[config.mk]
export PLATFORM = sky130hd
export DESIGN_NAME = timed_nudge_setpoint_sequencer
export DESIGN_NICKNAME = d
export VERILOG_FILES = /design/src/rtl/core/tnss_pkg.sv /design/src/rtl/core/tnss_div.sv /design/src/rtl/core/tnss_drive.sv /design/src/rtl/core/timed_nudge_setpoint_sequencer.sv
export SDC_FILE = /design/constraint.sdc
export NUM_CORES = 2
export LEC_CHECK = 0
export CAP_MARGIN = 15
export CORE_AREA = 2 2 301 377
export DETAILED_ROUTE_END_ITERATION = 8
export DIE_AREA = 0 0 303 379
export DONT_BUFFER_PORTS = 1
export PLACE_DENSITY = 0.78
export RECOVER_POWER = 25
export SETUP_SLACK_MARGIN = 0.15
export SLEW_MARGIN = 25
export SYNTH_ARGS = -nofsm -noshare
export SYNTH_HDL_FRONTEND = slang
export SYNTH_SLANG_ARGS = --single-unit
[constraint.sdc]
create_clock -name aclk -period 17.85 [get_ports aclk]
set_input_delay 3.57 -clock aclk [delete_from_list [all_inputs] [get_ports aclk]]
set_output_delay 3.57 -clock aclk [all_outputs]
set_load 0.03 [all_outputs]
[src/rtl/core/tnss_pkg.sv]
// Shared constants and types of the timed nudge setpoint sequencer.
// No dependencies; used by every module of the block.
package tnss_pkg;

    // command codes carried in s_tuser
    localparam logic [2:0] FUNC_UPDATE    = 3'd0;
    localparam logic [2:0] FUNC_FWD       = 3'd1;
    localparam logic [2:0] FUNC_BWD       = 3'd2;
    localparam logic [2:0] FUNC_STOP_MOVE = 3'd3;
    localparam logic [2:0] FUNC_LEFT      = 3'd4;
    localparam logic [2:0] FUNC_RIGHT     = 3'd5;
    localparam logic [2:0] FUNC_STOP_TURN = 3'd6;

    // movement phases
    localparam logic [2:0] PH_NONE     = 3'd0;
    localparam logic [2:0] PH_FWD      = 3'd1;
    localparam logic [2:0] PH_BWD      = 3'd2;
    localparam logic [2:0] PH_RET_FWD  = 3'd3;
    localparam logic [2:0] PH_RET_BWD  = 3'd4;
    localparam logic [2:0] PH_HOLD_FWD = 3'd5;
    localparam logic [2:0] PH_HOLD_BWD = 3'd6;

    // turn directions
    localparam logic [1:0] TURN_NONE  = 2'd0;
    localparam logic [1:0] TURN_LEFT  = 2'd1;
    localparam logic [1:0] TURN_RIGHT = 2'd2;

    // configuration register indexes
    localparam logic [2:0] CFG_MOVE_OFFSET = 3'd0;
    localparam logic [2:0] CFG_HOLD_OFFSET = 3'd1;
    localparam logic [2:0] CFG_TURN_BOOST  = 3'd2;
    localparam logic [2:0] CFG_MOVE_MS     = 3'd3;
    localparam logic [2:0] CFG_RETURN_MS   = 3'd4;
    localparam logic [2:0] CFG_TURN_MS     = 3'd5;

    // port widths and layout
    localparam int IN_TDATA_W    = 80;
    localparam int IN_TUSER_W    = 3;
    localparam int OUT_TDATA_W   = 72;
    localparam int CFG_ADDR_W    = 3;
    localparam int CFG_DATA_W    = 31;
    localparam int OUT_MOVING_BIT = 64;
    localparam int OUT_PHASE_LSB = 66;

    // ramp fraction: Q1.16, up to and including 1.0
    localparam int Q_W = 17;

    // drive adjust request
    typedef struct packed {
        logic [1:0]         turn_dir;
        logic signed [15:0] left;
        logic signed [15:0] right;
    } drive_in_t;

endpackage

[src/rtl/core/tnss_div.sv]
// Iterative restoring divider for the ramp fraction: quot = floor(num*2^16/den).
// One quotient bit per cycle; requires num <= den and den != 0. Uses tnss_pkg.
module tnss_div #(
    parameter int W = 36
) (
    input  logic                       aclk,
    input  logic                       aresetn,
    input  logic                       start_i,
    input  logic [W-1:0]               num_i,
    input  logic [W-1:0]               den_i,
    output logic                       done_o,
    output logic [tnss_pkg::Q_W-1:0]   quot_o
);
    import tnss_pkg::*;

    localparam int CNT_W = $clog2(Q_W);

    logic             busy_reg;
    logic             first_reg;
    logic             done_reg;
    logic [CNT_W-1:0] cnt_reg;
    logic [W:0]       rem_reg;
    logic [W-1:0]     den_reg;
    logic [Q_W-1:0]   quot_reg;

    logic [W:0] trial;
    logic       ge;
    logic [W:0] rem_next;

    // one shift / compare / subtract step
    always_comb begin
        trial    = first_reg ? rem_reg : {rem_reg[W-1:0], 1'b0};
        ge       = trial >= {1'b0, den_reg};
        rem_next = ge ? trial - {1'b0, den_reg} : trial;
    end

    // control
    always_ff @(posedge aclk) begin
        if (!aresetn) begin
            busy_reg <= 1'b0;
            done_reg <= 1'b0;
            cnt_reg  <= '0;
        end else begin
            done_reg <= 1'b0;
            if (start_i) begin
                busy_reg <= 1'b1;
                cnt_reg  <= '0;
            end else if (busy_reg) begin
                cnt_reg <= cnt_reg + 1'b1;
                if (cnt_reg == CNT_W'(Q_W - 1)) begin
                    busy_reg <= 1'b0;
                    done_reg <= 1'b1;
                end
            end
        end
    end

    // datapath
    always_ff @(posedge aclk) begin
        if (start_i) begin
            rem_reg   <= {1'b0, num_i};
            den_reg   <= den_i;
            first_reg <= 1'b1;
            quot_reg  <= '0;
        end else if (busy_reg) begin
            rem_reg   <= rem_next;
            first_reg <= 1'b0;
            quot_reg  <= {quot_reg[Q_W-2:0], ge};
        end
    end

    assign done_o = done_reg;
    assign quot_o = quot_reg;

endmodule

[src/rtl/core/tnss_drive.sv]
// Turn adjustment of the two drives: add / subtract the boost, clamp to +-100.0.
// Passes the drives through when no turn is active. Uses tnss_pkg.
module tnss_drive #(
    parameter int DRIVE_FRAC_BITS = 8,
    parameter int BOOST_W         = 15
) (
    input  tnss_pkg::drive_in_t  drv_i,
    input  logic [BOOST_W-1:0]   boost_i,
    output logic signed [15:0]   left_o,
    output logic signed [15:0]   right_o
);
    import tnss_pkg::*;

    localparam int LIM  = 100 << DRIVE_FRAC_BITS;
    localparam int HI_I = (LIM > 32767) ? 32767 : LIM;
    localparam int LO_I = (LIM > 32768) ? -32768 : -LIM;
    localparam logic signed [17:0] HI = 18'(HI_I);
    localparam logic signed [17:0] LO = 18'(LO_I);

    logic [16:0]        b_eff;
    logic signed [17:0] b_s;
    logic signed [17:0] l_w;
    logic signed [17:0] r_w;
    logic signed [17:0] l_adj;
    logic signed [17:0] r_adj;

    // boost capped at the drive limit
    always_comb begin
        b_eff = (32'(boost_i) > LIM) ? 17'(LIM) : 17'(boost_i);
        b_s   = $signed({1'b0, b_eff});
        l_w   = 18'(drv_i.left);
        r_w   = 18'(drv_i.right);
    end

    // differential add, then clamp
    always_comb begin
        l_adj = l_w;
        r_adj = r_w;
        if (drv_i.turn_dir == TURN_LEFT) begin
            l_adj = l_w - b_s;
            r_adj = r_w + b_s;
        end else if (drv_i.turn_dir == TURN_RIGHT) begin
            l_adj = l_w + b_s;
            r_adj = r_w - b_s;
        end
        if (l_adj > HI) l_adj = HI;
        if (l_adj < LO) l_adj = LO;
        if (r_adj > HI) r_adj = HI;
        if (r_adj < LO) r_adj = LO;
        if (drv_i.turn_dir == TURN_NONE) begin
            left_o  = drv_i.left;
            right_o = drv_i.right;
        end else begin
            left_o  = l_adj[15:0];
            right_o = r_adj[15:0];
        end
    end

endmodule

[src/rtl/core/timed_nudge_setpoint_sequencer.sv]
// Timed nudge setpoint sequencer, top level.
// Depends on tnss_pkg, tnss_div and tnss_drive.
//
// Usage:
//   Input items arrive on s_tvalid/s_tready with the command code in s_tuser and
//   advance_us, setpoint_in, left_drive_in, right_drive_in in s_tdata. Each item
//   gives exactly one result item on m_tvalid/m_tready.
//   Registers are written through cfg_wr_en/cfg_addr/cfg_wdata while idle.
// Processing:
//   A command passes the advance and finish states; an update also passes the
//   update and offset states and, in a return phase, the divider, which gives the
//   ramp fraction at one bit per cycle (17 steps) before one multiply and the ramp
//   step; a zero return span skips the divider. One item in work at a time.
// Reset:
//   aresetn (synchronous, active low) clears the phase, turn, timers and output
//   valid and loads the documented register defaults.
// Stall:
//   The result sits in an output register; a new item may be accepted while it
//   waits. A finished item then waits until the output register frees up.
module timed_nudge_setpoint_sequencer #(
    parameter int SETPOINT_FRAC_BITS = 16,
    parameter int DRIVE_FRAC_BITS    = 8,
    parameter int US_PER_MS          = 1000
) (
    input  logic                                aclk,
    input  logic                                aresetn,
    // input items
    input  logic                                s_tvalid,
    output logic                                s_tready,
    // [15:0] advance_us, [47:16] setpoint_in, [63:48] left_drive_in,
    // [79:64] right_drive_in
    input  logic [tnss_pkg::IN_TDATA_W-1:0]     s_tdata,
    // [2:0] func
    input  logic [tnss_pkg::IN_TUSER_W-1:0]     s_tuser,
    // result items
    output logic                                m_tvalid,
    input  logic                                m_tready,
    // [31:0] active_setpoint, [47:32] left_drive_out, [63:48] right_drive_out,
    // [64] moving, [65] rotating, [68:66] phase_out, [71:69] zero
    output logic [tnss_pkg::OUT_TDATA_W-1:0]    m_tdata,
    // configuration writes
    input  logic                                cfg_wr_en,
    input  logic [tnss_pkg::CFG_ADDR_W-1:0]     cfg_addr,
    input  logic [tnss_pkg::CFG_DATA_W-1:0]     cfg_wdata
);
    import tnss_pkg::*;

    localparam int US_W      = $clog2(US_PER_MS + 1);
    localparam int THR_W     = 16 + US_W;
    localparam logic [US_W-1:0] US_K = US_W'(US_PER_MS);
    localparam int MOVE_RST  = 1 << SETPOINT_FRAC_BITS;
    localparam int HOLD_RST  = ((1 << SETPOINT_FRAC_BITS) + 5) / 10;
    localparam int BOOST_RST = 10 << DRIVE_FRAC_BITS;
    localparam int BOOST_W   = ($clog2(BOOST_RST + 1) > 15) ? $clog2(BOOST_RST + 1) : 15;

    // sequencer states
    localparam logic [2:0] ST_IDLE = 3'd0;
    localparam logic [2:0] ST_ADV  = 3'd1;
    localparam logic [2:0] ST_UPD  = 3'd2;
    localparam logic [2:0] ST_DIV  = 3'd3;
    localparam logic [2:0] ST_MUL  = 3'd4;
    localparam logic [2:0] ST_RAMP = 3'd5;
    localparam logic [2:0] ST_OFS  = 3'd6;
    localparam logic [2:0] ST_FIN  = 3'd7;

    // configuration registers
    logic [30:0]        move_offset_reg;
    logic [30:0]        hold_offset_reg;
    logic [BOOST_W-1:0] turn_boost_reg;
    logic [15:0]        move_ms_reg;
    logic [15:0]        return_ms_reg;
    logic [15:0]        turn_ms_reg;

    // derived from configuration
    logic [THR_W-1:0]   thr_move_reg;
    logic [THR_W-1:0]   thr_ret_reg;
    logic [THR_W-1:0]   thr_turn_reg;
    logic signed [31:0] diff_reg;

    // sequencer state
    logic [2:0]  st_reg;
    logic [2:0]  st_next;
    logic [2:0]  phase_reg;
    logic [1:0]  turn_reg;
    logic [31:0] move_el_reg;
    logic [31:0] turn_el_reg;

    // item in work
    logic [2:0]         func_reg;
    logic [15:0]        adv_reg;
    logic signed [31:0] sp_reg;
    logic signed [15:0] left_reg;
    logic signed [15:0] right_reg;

    // arithmetic pipeline
    logic [Q_W-1:0]     q_reg;
    logic signed [49:0] prod_reg;
    logic signed [31:0] ramp_reg;
    logic signed [31:0] off_reg;

    // output register
    logic                   m_tvalid_reg;
    logic [OUT_TDATA_W-1:0] m_tdata_reg;

    // config write port
    always_ff @(posedge aclk) begin
        if (!aresetn) begin
            move_offset_reg <= 31'(MOVE_RST);
            hold_offset_reg <= 31'(HOLD_RST);
            turn_boost_reg  <= BOOST_W'(BOOST_RST);
            move_ms_reg     <= 16'd500;
            return_ms_reg   <= 16'd800;
            turn_ms_reg     <= 16'd1000;
        end else if (cfg_wr_en) begin
            unique case (cfg_addr)
                CFG_MOVE_OFFSET: move_offset_reg <= cfg_wdata;
                CFG_HOLD_OFFSET: hold_offset_reg <= cfg_wdata;
                CFG_TURN_BOOST:  turn_boost_reg  <= BOOST_W'(cfg_wdata[14:0]);
                CFG_MOVE_MS:     move_ms_reg     <= cfg_wdata[15:0];
                CFG_RETURN_MS:   return_ms_reg   <= cfg_wdata[15:0];
                CFG_TURN_MS:     turn_ms_reg     <= cfg_wdata[15:0];
                default: ;
            endcase
        end
    end

    // thresholds in us and ramp span, refreshed every cycle
    always_ff @(posedge aclk) begin
        thr_move_reg <= THR_W'(move_ms_reg) * THR_W'(US_K);
        thr_ret_reg  <= THR_W'(return_ms_reg) * THR_W'(US_K);
        thr_turn_reg <= THR_W'(turn_ms_reg) * THR_W'(US_K);
        diff_reg     <= $signed({1'b0, move_offset_reg}) - $signed({1'b0, hold_offset_reg});
    end

    // saturating timer advance
    logic [32:0] me_sum;
    logic [32:0] te_sum;
    logic [31:0] me_adv;
    logic [31:0] te_adv;

    always_comb begin
        me_sum = {1'b0, move_el_reg} + 33'(adv_reg);
        te_sum = {1'b0, turn_el_reg} + 33'(adv_reg);
        me_adv = me_sum[32] ? '1 : me_sum[31:0];
        te_adv = te_sum[32] ? '1 : te_sum[31:0];
    end

    // expiry check of an update
    logic [2:0]       ph_upd;
    logic [31:0]      me_upd;
    logic [1:0]       turn_upd;
    logic             ramp_div;
    logic [THR_W-1:0] div_num;

    always_comb begin
        ph_upd   = phase_reg;
        me_upd   = move_el_reg;
        turn_upd = turn_reg;
        unique case (phase_reg)
            PH_FWD, PH_BWD: begin
                if (64'(move_el_reg) >= 64'(thr_move_reg)) begin
                    ph_upd = (phase_reg == PH_FWD) ? PH_RET_FWD : PH_RET_BWD;
                    me_upd = '0;
                end
            end
            PH_RET_FWD, PH_RET_BWD: begin
                if (64'(move_el_reg) >= 64'(thr_ret_reg))
                    ph_upd = (phase_reg == PH_RET_FWD) ? PH_HOLD_FWD : PH_HOLD_BWD;
            end
            default: ;
        endcase
        if (turn_reg != TURN_NONE && 64'(turn_el_reg) >= 64'(thr_turn_reg))
            turn_upd = TURN_NONE;
        ramp_div = (ph_upd == PH_RET_FWD || ph_upd == PH_RET_BWD) &&
                   (thr_ret_reg != '0) && (64'(me_upd) < 64'(thr_ret_reg));
        div_num  = thr_ret_reg - THR_W'(me_upd);
    end

    // divider for the ramp fraction
    logic           div_start;
    logic           div_done;
    logic [Q_W-1:0] div_q;

    assign div_start = (st_reg == ST_UPD) && ramp_div;

    tnss_div #(
        .W (THR_W)
    ) u_div (
        .aclk    (aclk),
        .aresetn (aresetn),
        .start_i (div_start),
        .num_i   (div_num),
        .den_i   (thr_ret_reg),
        .done_o  (div_done),
        .quot_o  (div_q)
    );

    // ramp offset: hold + trunc(diff * q / 2^16)
    logic signed [49:0] prod_adj;
    logic signed [49:0] prod_shr;
    logic signed [32:0] ramp_sum;

    always_comb begin
        prod_adj = prod_reg + (prod_reg[49] ? 50'sd65535 : 50'sd0);
        prod_shr = prod_adj >>> 16;
        ramp_sum = $signed({2'b00, hold_offset_reg}) +
                   $signed({prod_shr[31], prod_shr[31:0]});
    end

    // result assembly
    logic                  upd_item;
    logic                  out_free;
    logic signed [32:0]    sp_sum;
    logic signed [31:0]    sp_res;
    drive_in_t             drv_req;
    logic signed [15:0]    left_res;
    logic signed [15:0]    right_res;

    always_comb begin
        upd_item = (func_reg == FUNC_UPDATE);
        out_free = !m_tvalid_reg || m_tready;
        sp_sum   = {sp_reg[31], sp_reg} + {off_reg[31], off_reg};
        if (!upd_item)
            sp_res = sp_reg;
        else if (sp_sum[32] != sp_sum[31])
            sp_res = sp_sum[32] ? 32'sh8000_0000 : 32'sh7FFF_FFFF;
        else
            sp_res = sp_sum[31:0];
        drv_req.turn_dir = upd_item ? turn_reg : TURN_NONE;
        drv_req.left     = left_reg;
        drv_req.right    = right_reg;
    end

    tnss_drive #(
        .DRIVE_FRAC_BITS (DRIVE_FRAC_BITS),
        .BOOST_W         (BOOST_W)
    ) u_drive (
        .drv_i   (drv_req),
        .boost_i (turn_boost_reg),
        .left_o  (left_res),
        .right_o (right_res)
    );

    // sequencer next state
    always_comb begin
        st_next = st_reg;
        unique case (st_reg)
            ST_IDLE: if (s_tvalid) st_next = ST_ADV;
            ST_ADV:  st_next = (func_reg == FUNC_UPDATE) ? ST_UPD : ST_FIN;
            ST_UPD: begin
                if (ramp_div)
                    st_next = ST_DIV;
                else if (ph_upd == PH_RET_FWD || ph_upd == PH_RET_BWD)
                    st_next = ST_MUL;
                else
                    st_next = ST_OFS;
            end
            ST_DIV:  if (div_done) st_next = ST_MUL;
            ST_MUL:  st_next = ST_RAMP;
            ST_RAMP: st_next = ST_OFS;
            ST_OFS:  st_next = ST_FIN;
            ST_FIN:  if (out_free) st_next = ST_IDLE;
            default: st_next = ST_IDLE;
        endcase
    end

    // sequencer and timer state
    always_ff @(posedge aclk) begin
        if (!aresetn) begin
            st_reg      <= ST_IDLE;
            phase_reg   <= PH_NONE;
            turn_reg    <= TURN_NONE;
            move_el_reg <= '0;
            turn_el_reg <= '0;
        end else begin
            st_reg <= st_next;
            if (st_reg == ST_ADV) begin
                move_el_reg <= me_adv;
                turn_el_reg <= te_adv;
                unique case (func_reg)
                    FUNC_FWD, FUNC_BWD: begin
                        phase_reg   <= (func_reg == FUNC_FWD) ? PH_FWD : PH_BWD;
                        move_el_reg <= '0;
                    end
                    FUNC_STOP_MOVE: phase_reg <= PH_NONE;
                    FUNC_LEFT, FUNC_RIGHT: begin
                        turn_reg    <= (func_reg == FUNC_LEFT) ? TURN_LEFT : TURN_RIGHT;
                        turn_el_reg <= '0;
                    end
                    FUNC_STOP_TURN: turn_reg <= TURN_NONE;
                    default: ;
                endcase
            end else if (st_reg == ST_UPD) begin
                phase_reg   <= ph_upd;
                move_el_reg <= me_upd;
                turn_reg    <= turn_upd;
            end
        end
    end

    // item capture and arithmetic steps
    always_ff @(posedge aclk) begin
        if (s_tvalid && s_tready) begin
            func_reg  <= s_tuser[2:0];
            adv_reg   <= s_tdata[15:0];
            sp_reg    <= s_tdata[47:16];
            left_reg  <= s_tdata[63:48];
            right_reg <= s_tdata[79:64];
        end
        if (st_reg == ST_UPD && !ramp_div)
            q_reg <= '0;
        else if (st_reg == ST_DIV && div_done)
            q_reg <= div_q;
        if (st_reg == ST_MUL)
            prod_reg <= diff_reg * $signed({1'b0, q_reg});
        if (st_reg == ST_RAMP)
            ramp_reg <= ramp_sum[31:0];
        if (st_reg == ST_OFS) begin
            unique case (phase_reg)
                PH_FWD:      off_reg <= -$signed({1'b0, move_offset_reg});
                PH_BWD:      off_reg <= $signed({1'b0, move_offset_reg});
                PH_RET_FWD:  off_reg <= -ramp_reg;
                PH_RET_BWD:  off_reg <= ramp_reg;
                PH_HOLD_FWD: off_reg <= -$signed({1'b0, hold_offset_reg});
                PH_HOLD_BWD: off_reg <= $signed({1'b0, hold_offset_reg});
                default:     off_reg <= '0;
            endcase
        end
    end

    // output register
    always_ff @(posedge aclk) begin
        if (!aresetn) begin
            m_tvalid_reg <= 1'b0;
        end else if (st_reg == ST_FIN && out_free) begin
            m_tvalid_reg <= 1'b1;
        end else if (m_tready) begin
            m_tvalid_reg <= 1'b0;
        end
    end

    always_ff @(posedge aclk) begin
        if (st_reg == ST_FIN && out_free)
            m_tdata_reg <= {3'b000, phase_reg, (turn_reg != TURN_NONE),
                            (phase_reg != PH_NONE), right_res, left_res, sp_res};
    end

    assign s_tready = (st_reg == ST_IDLE);
    assign m_tvalid = m_tvalid_reg;
    assign m_tdata  = m_tdata_reg;

endmodule

# Word-level counts from Yosys, hierarchy flattened
# Cells that the tools add are included.
[word_totals]
register_bits = 657
input_bits = 122
out_inout_bits = 74
wordCells = 195
[op_classes]
add_sub_neg = 16
n_mul = 4
magnitude_cmp = 10
n_eq_ne = 35
n_mux = 56
bitwise = 2
n_reduce_logical = 38
[ops]
columns = ["op", "count"]
rows = [
  ["32-bit 2-to-1 mux", 11],
  ["32-bit one-hot mux with 6 select lines", 1],
  ["18-bit 2-to-1 mux", 6],
  ["32-bit by 26-bit greater-or-equal comparator with 1-bit output", 3],
  ["16-bit 2-to-1 mux", 5],
  ["16-bit by 7-bit multiplier with 23-bit output (second input constant)", 3],
  ["32-bit by 16-bit adder with 33-bit output", 2],
  ["31-bit negation with 32-bit output", 2],
  ["27-bit 2-to-1 mux", 2],
  ["26-bit 2-to-1 mux", 2],
  ["32-bit by 18-bit multiplier with 50-bit output", 1],
  ["48-bit by 17-bit adder with 48-bit output", 1],
  ["3-bit equality test (second input constant)", 13],
  ["18-bit by 16-bit greater-than comparator with 1-bit output (second input constant)", 2],
  ["18-bit by 16-bit < comparator with 1-bit output (second input constant)", 2],
  ["16-bit by 16-bit adder with 17-bit output", 2],
  ["16-bit by 16-bit subtractor with 17-bit output", 2],
  ["32-bit by 32-bit adder with 33-bit output", 1],
  ["32-bit adder", 1],
  ["32-bit by 26-bit < comparator with 1-bit output", 1],
  ["32-bit negation", 1],
  ["31-bit by 31-bit subtractor with 32-bit output", 1],
  ["3-bit 2-to-1 mux", 10],
  ["3-bit by 2-bit equality test with 1-bit output (second input constant)", 9],
  ["32 further kinds", 77],
]

# Longest topological paths before layout
[depth]
depth_word = 10
mapped_depth = 27
ltp_nobuf = 26

# Hierarchy
# A second synthesis with hierarchy kept.
[hier_totals]
cells_unflattened = 7566
hier_area_um2 = 68441.9
[by_module_without_submodules]
columns = ["mod", "instances", "cells_each", "area_each_um2", "seq_area_each_um2"]
rows = [
  ["timed_nudge_setpoint_sequencer", 1, 6339, 58484.8, 14283.7],
  ["tnss_drive", 1, 734, 4982.3, 0.0],
  ["tnss_div", 1, 493, 4974.8, 2082.0],
]

# Least setup slack after synthesis
# No wires, ideal clock.
[synth_path]
path_type = "input port to flip-flop"
from = "input port m_tready"
to = "register m_tdata_reg[0], in the netlist m_tdata[0], enable pin"
setup_time_ns = 0.498
t_arrival_ns = 6.552
t_required_ns = 17.352
slack_ns = 10.800
stages = 2
cell_sequence = "nor2b_1 -> nor2_1"
[synth_between]
elab_chain_len = 2
[synth_lines]
columns = ["item", "line", "text"]
rows = [
  ["start, declared", "timed_nudge_setpoint_sequencer.sv:37", "input logic m_tready,"],
  ["1-bit logical OR", "timed_nudge_setpoint_sequencer.sv:221", "out_free = !m_tvalid_reg || m_tready;"],
  ["1-bit logical AND", "timed_nudge_setpoint_sequencer.sv:343", "if (st_reg == ST_FIN && out_free)"],
  ["end signal, assigned", "timed_nudge_setpoint_sequencer.sv:344", "m_tdata_reg <= {3'b000, phase_reg, (turn_reg != TURN_NONE),"],
  ["end, declared", "timed_nudge_setpoint_sequencer.sv:103", "logic [OUT_TDATA_W-1:0] m_tdata_reg;"],
]
# Every way passes these cells.
# A chain may end at the register's enable or synchronous reset.

# Worst setup path in the final report
[layout_path]
from = "register phase_reg[1]"
to = "register u_div.rem_reg[19], data pin"
[layout_between]
elab_chain_len = 10
elab_cells_between_ends = 21
classes_between = "add/sub: 1; order compare: 1; eq/ne: 6; mux: 7; reduce/logical: 6"
[layout_lines]
columns = ["item", "line", "text"]
rows = [
  ["start, declared", "timed_nudge_setpoint_sequencer.sv:83", "logic [2:0] phase_reg;"],
  ["start signal, assigned", "timed_nudge_setpoint_sequencer.sv:282", "phase_reg <= (func_reg == FUNC_FWD) ? PH_FWD : PH_BWD;"],
  ["start signal, assigned", "timed_nudge_setpoint_sequencer.sv:294", "phase_reg <= ph_upd;"],
  ["branches (longest 9 deep; another with 32-bit by 26-bit < comparator with 1-bit output)", "-", ""],
  ["26-bit 2-to-1 mux *", "tnss_div.sv:60", "if (start_i) begin"],
  ["end signal, assigned", "tnss_div.sv:61", "rem_reg <= {1'b0, num_i};"],
  ["end signal, assigned", "tnss_div.sv:66", "rem_reg <= rem_next;"],
  ["end, declared", "tnss_div.sv:22", "logic [W:0] rem_reg;"],
]
# Every way passes the cells marked *.

==> flow_summary.toml <==
[critical_path]
startpoint_type = "flip-flop"
crit_fanout = 62
crit_path_max_incr_delay_ns = 1.93
reg2reg_to = "u_div.rem_reg[19]$_DFFE_PP_"
cp.required_ns = 18.25
crit_path_end_kind = "flip-flop"
slowest_stage = "clkbuf_1"
cp_data_arrival_time_ns = 9.00
r2r_start = "phase_reg[1]$_SDFFE_PN0P_"
r2r_cells = 25
critical_path_class = "reg2reg"
rrSetupSlack_ns = 9.26

[sta]
layout_min_cycle_time_ns = 8.59
maxSlewViolCount = 270
rsz0062_at_grt = "no"
setup_viol = 0
fin_worst_skew_ns = 0.0394
hold_violations = 0
max_slew_margin = -0.866
period_share = 0.481
tns_ns = 0
worstMarginPinSlew_ns = 2.80
fmax_mhz = 116

[yosys]
ys.flop_type = "dfxtp_1"
synth_seq_cells = 656
yosysWarningCount = 0
synth_edf_count = 314
ys_types = 97
syn_area_sq_um = 66200
ys_seq_area_frac = 0.246
syn_inst = 7309
synthArstFlopShare = 0
synth.avg_cell_area_sq_um = 9.05

[detailed_routing]
drt_pre_antenna_iters = 8
drcViolationCount = 42
vias = 52700
routed_wl_mm = 180
route.detailed.wl_per_inst_microns = 20.7
antenna_left = 0
drt_iter0_markers = 4286
via_per_inst = 6.06

[clock_network]
tritoncts = "built"
cts_buffers = 75
htree_num_levels = 3
cts.clk_slew.worst_paths_ns = 0.07
clock_path_buffers = 3
cts_sinks = 656
cts_setup_buffers = 0
clk_latency_ns = 0.68
cts_root_buffer = "clkbuf_16"
cts-resized-gates = 0
hold_buffers = 0

[global_route]
grt_use_total = 0.315
grt_first_pass_wirelength_mm = 285
grt_max_degree = 97
antenna_found_initial = 18
grt_pass1_vias = 54000
overflow = 0

[worst_hold_path]
hold_path_startpoint = "u_div.quot_o[16]$_SDFFE_PP0P_"
whs_path_depth = 2
hold_end = "q_reg[16]$_SDFFE_PP0P_"
hp-class = "reg2reg"

[final_layout]
regArea_sq_um = 16300
syn2layout_area_growth_pct = 5.59
layout-drive-gt1-share = 0.0401
multi_input_comb_area_sq_um = 45000
final_cell_mix = "inv_1, nand2_1, fa_1, ha_1, a21oi_1"
fillerInstances = 9088
final_common_cell = "inv_1"
instances_no_fill = 8700
largest_register_ffs = 69
nets = 8608

[power_and_ir_drop]
power.density_nw_per_um2 = 84.4
p_total_mw = 5.89
leakage_nw = 32.0
ir_drop_mv = 0.0754

[floorplan]
start_util = 0.595
die_h_microns = 379
core_sq_um = 111000
die_area_sq_um = 115000
rows = 137
chipWidth_microns = 303
ioPinCount = 196

[place]
hpwl_mm = 139
dp_cells = 8546
numPortBuffers = 0
gp_congestion = 0.954

[job]
cap_violations = 7

[status]
violations = "design-rule violations, max-capacitance violations, max-slew violations"
outcome = "finished, violations left"
-- power breakdown --
group / switching [mW] / leakage [nW] / internal, mW
registers: 0.279 / 5.68 / 1.84
clock network: 0.691 / 1.19 / 0.883
logic: 1.31 / 25.1 / 0.890
-- worst max-delay path, delay by kind of cell, from the launching register on --
kind / cells / cell delay, ns
adder cells (fa/ha/maj): 1 / 0.31
buffers and inverters: 6 / 3.58
AND/OR/NAND/NOR: 10 / 2.15
AO/OA/AOI/OAI: 7 / 1.54
multiplexers: 1 / 0.16
flip-flops: 1 / 0.43
-- metrics by stage --
stage | area [sq um] | util | hold WS, ns | setup slack [ns]
global placement | 67400 | 0.606 | 0.444 | 10.19
global route | 69900 | 0.628 | 0.472 | 8.89
detailed placement | 67400 | 0.606 | 0.447 | 10.27
floorplan | 66200 | - | 0.406 | 10.80
finish | 69900 | 0.628 | 0.446 | 9.26
CTS | 69800 | 0.628 | 0.455 | 10.24
-- metal layers --
metal  up-vias  track usage  share of wire
li1      24100            -              -
met1     25800        0.368           0.37
met2      2173        0.536           0.49
met3       602       0.0644          0.080
met4         8        0.182          0.060
met5         -            0        0.00033
-- worst max path at each step --
stage                         startpoint                     endpoint  slack [ns]  cells past startpoint
5_1_grt        phase_reg[1]$_SDFFE_PN0P_  u_div.rem_reg[19]$_DFFE_PP_        8.89                     25
6_report       phase_reg[1]$_SDFFE_PN0P_  u_div.rem_reg[19]$_DFFE_PP_        9.26                     25
2_1_floorplan                   m_tready         m_tdata[0]$_DFFE_PP_       10.80                      2
4_1_cts              diff_reg[9]$_DFF_P_       prod_reg[49]$_DFFE_PP_       10.24                     22
3_5_place_dp         diff_reg[9]$_DFF_P_       prod_reg[49]$_DFFE_PP_       10.27                     22
3_3_place_gp      q_reg[12]$_SDFFE_PP0P_       prod_reg[49]$_DFFE_PP_       10.19                     23
-- cells in the mapped netlist, drive strengths merged, types with 139 or more instances --
| cell | number | area (sq um) |
|---|---|---|
| o21ai | 283 | 1420 |
| inv | 1034 | 3880 |
| dfxtp | 342 | 6850 |
| fa | 693 | 13900 |
| edfxtp | 314 | 9430 |
| nor2 | 328 | 1230 |
| clkbuf | 253 | 951 |
| xnor2 | 248 | 2170 |
| ha | 628 | 7860 |
| nand2 | 1007 | 3780 |
| and2 | 208 | 1300 |
| a21o | 139 | 1040 |
| a21oi | 481 | 2410 |
-- layout make-up --
| type | count | area share |
|---|---|---|
| multi-input cells | 5349 | 0.644 |
| inverters | 1034 | 0.0556 |
| clock buffers | 94 | 0.0292 |
| flip-flops and latches | 656 | 0.233 |
| well taps | 1459 | 0.0261 |
| repair buffers | 49 | 0.00500 |
| diodes | 16 | 0.000573 |
| clock inverters | 43 | 0.00595 |
-- kinds of logic after synthesis --
| kind of cell | Yosys count | synth area share |
|---|---|---|
| XOR/XNOR | 361 | 0.0480 |
| other | 1 | 0.0000567 |
| adder cells (fa/ha/maj) | 1333 | 0.330 |
| AND/OR/NAND/NOR | 2111 | 0.147 |
| multiplexers | 91 | 0.0147 |
| flip-flops | 656 | 0.246 |
| AO/OA/AOI/OAI | 1450 | 0.139 |
| buffers and inverters | 1306 | 0.0744 |
Power figures use the tool's default switching activity.
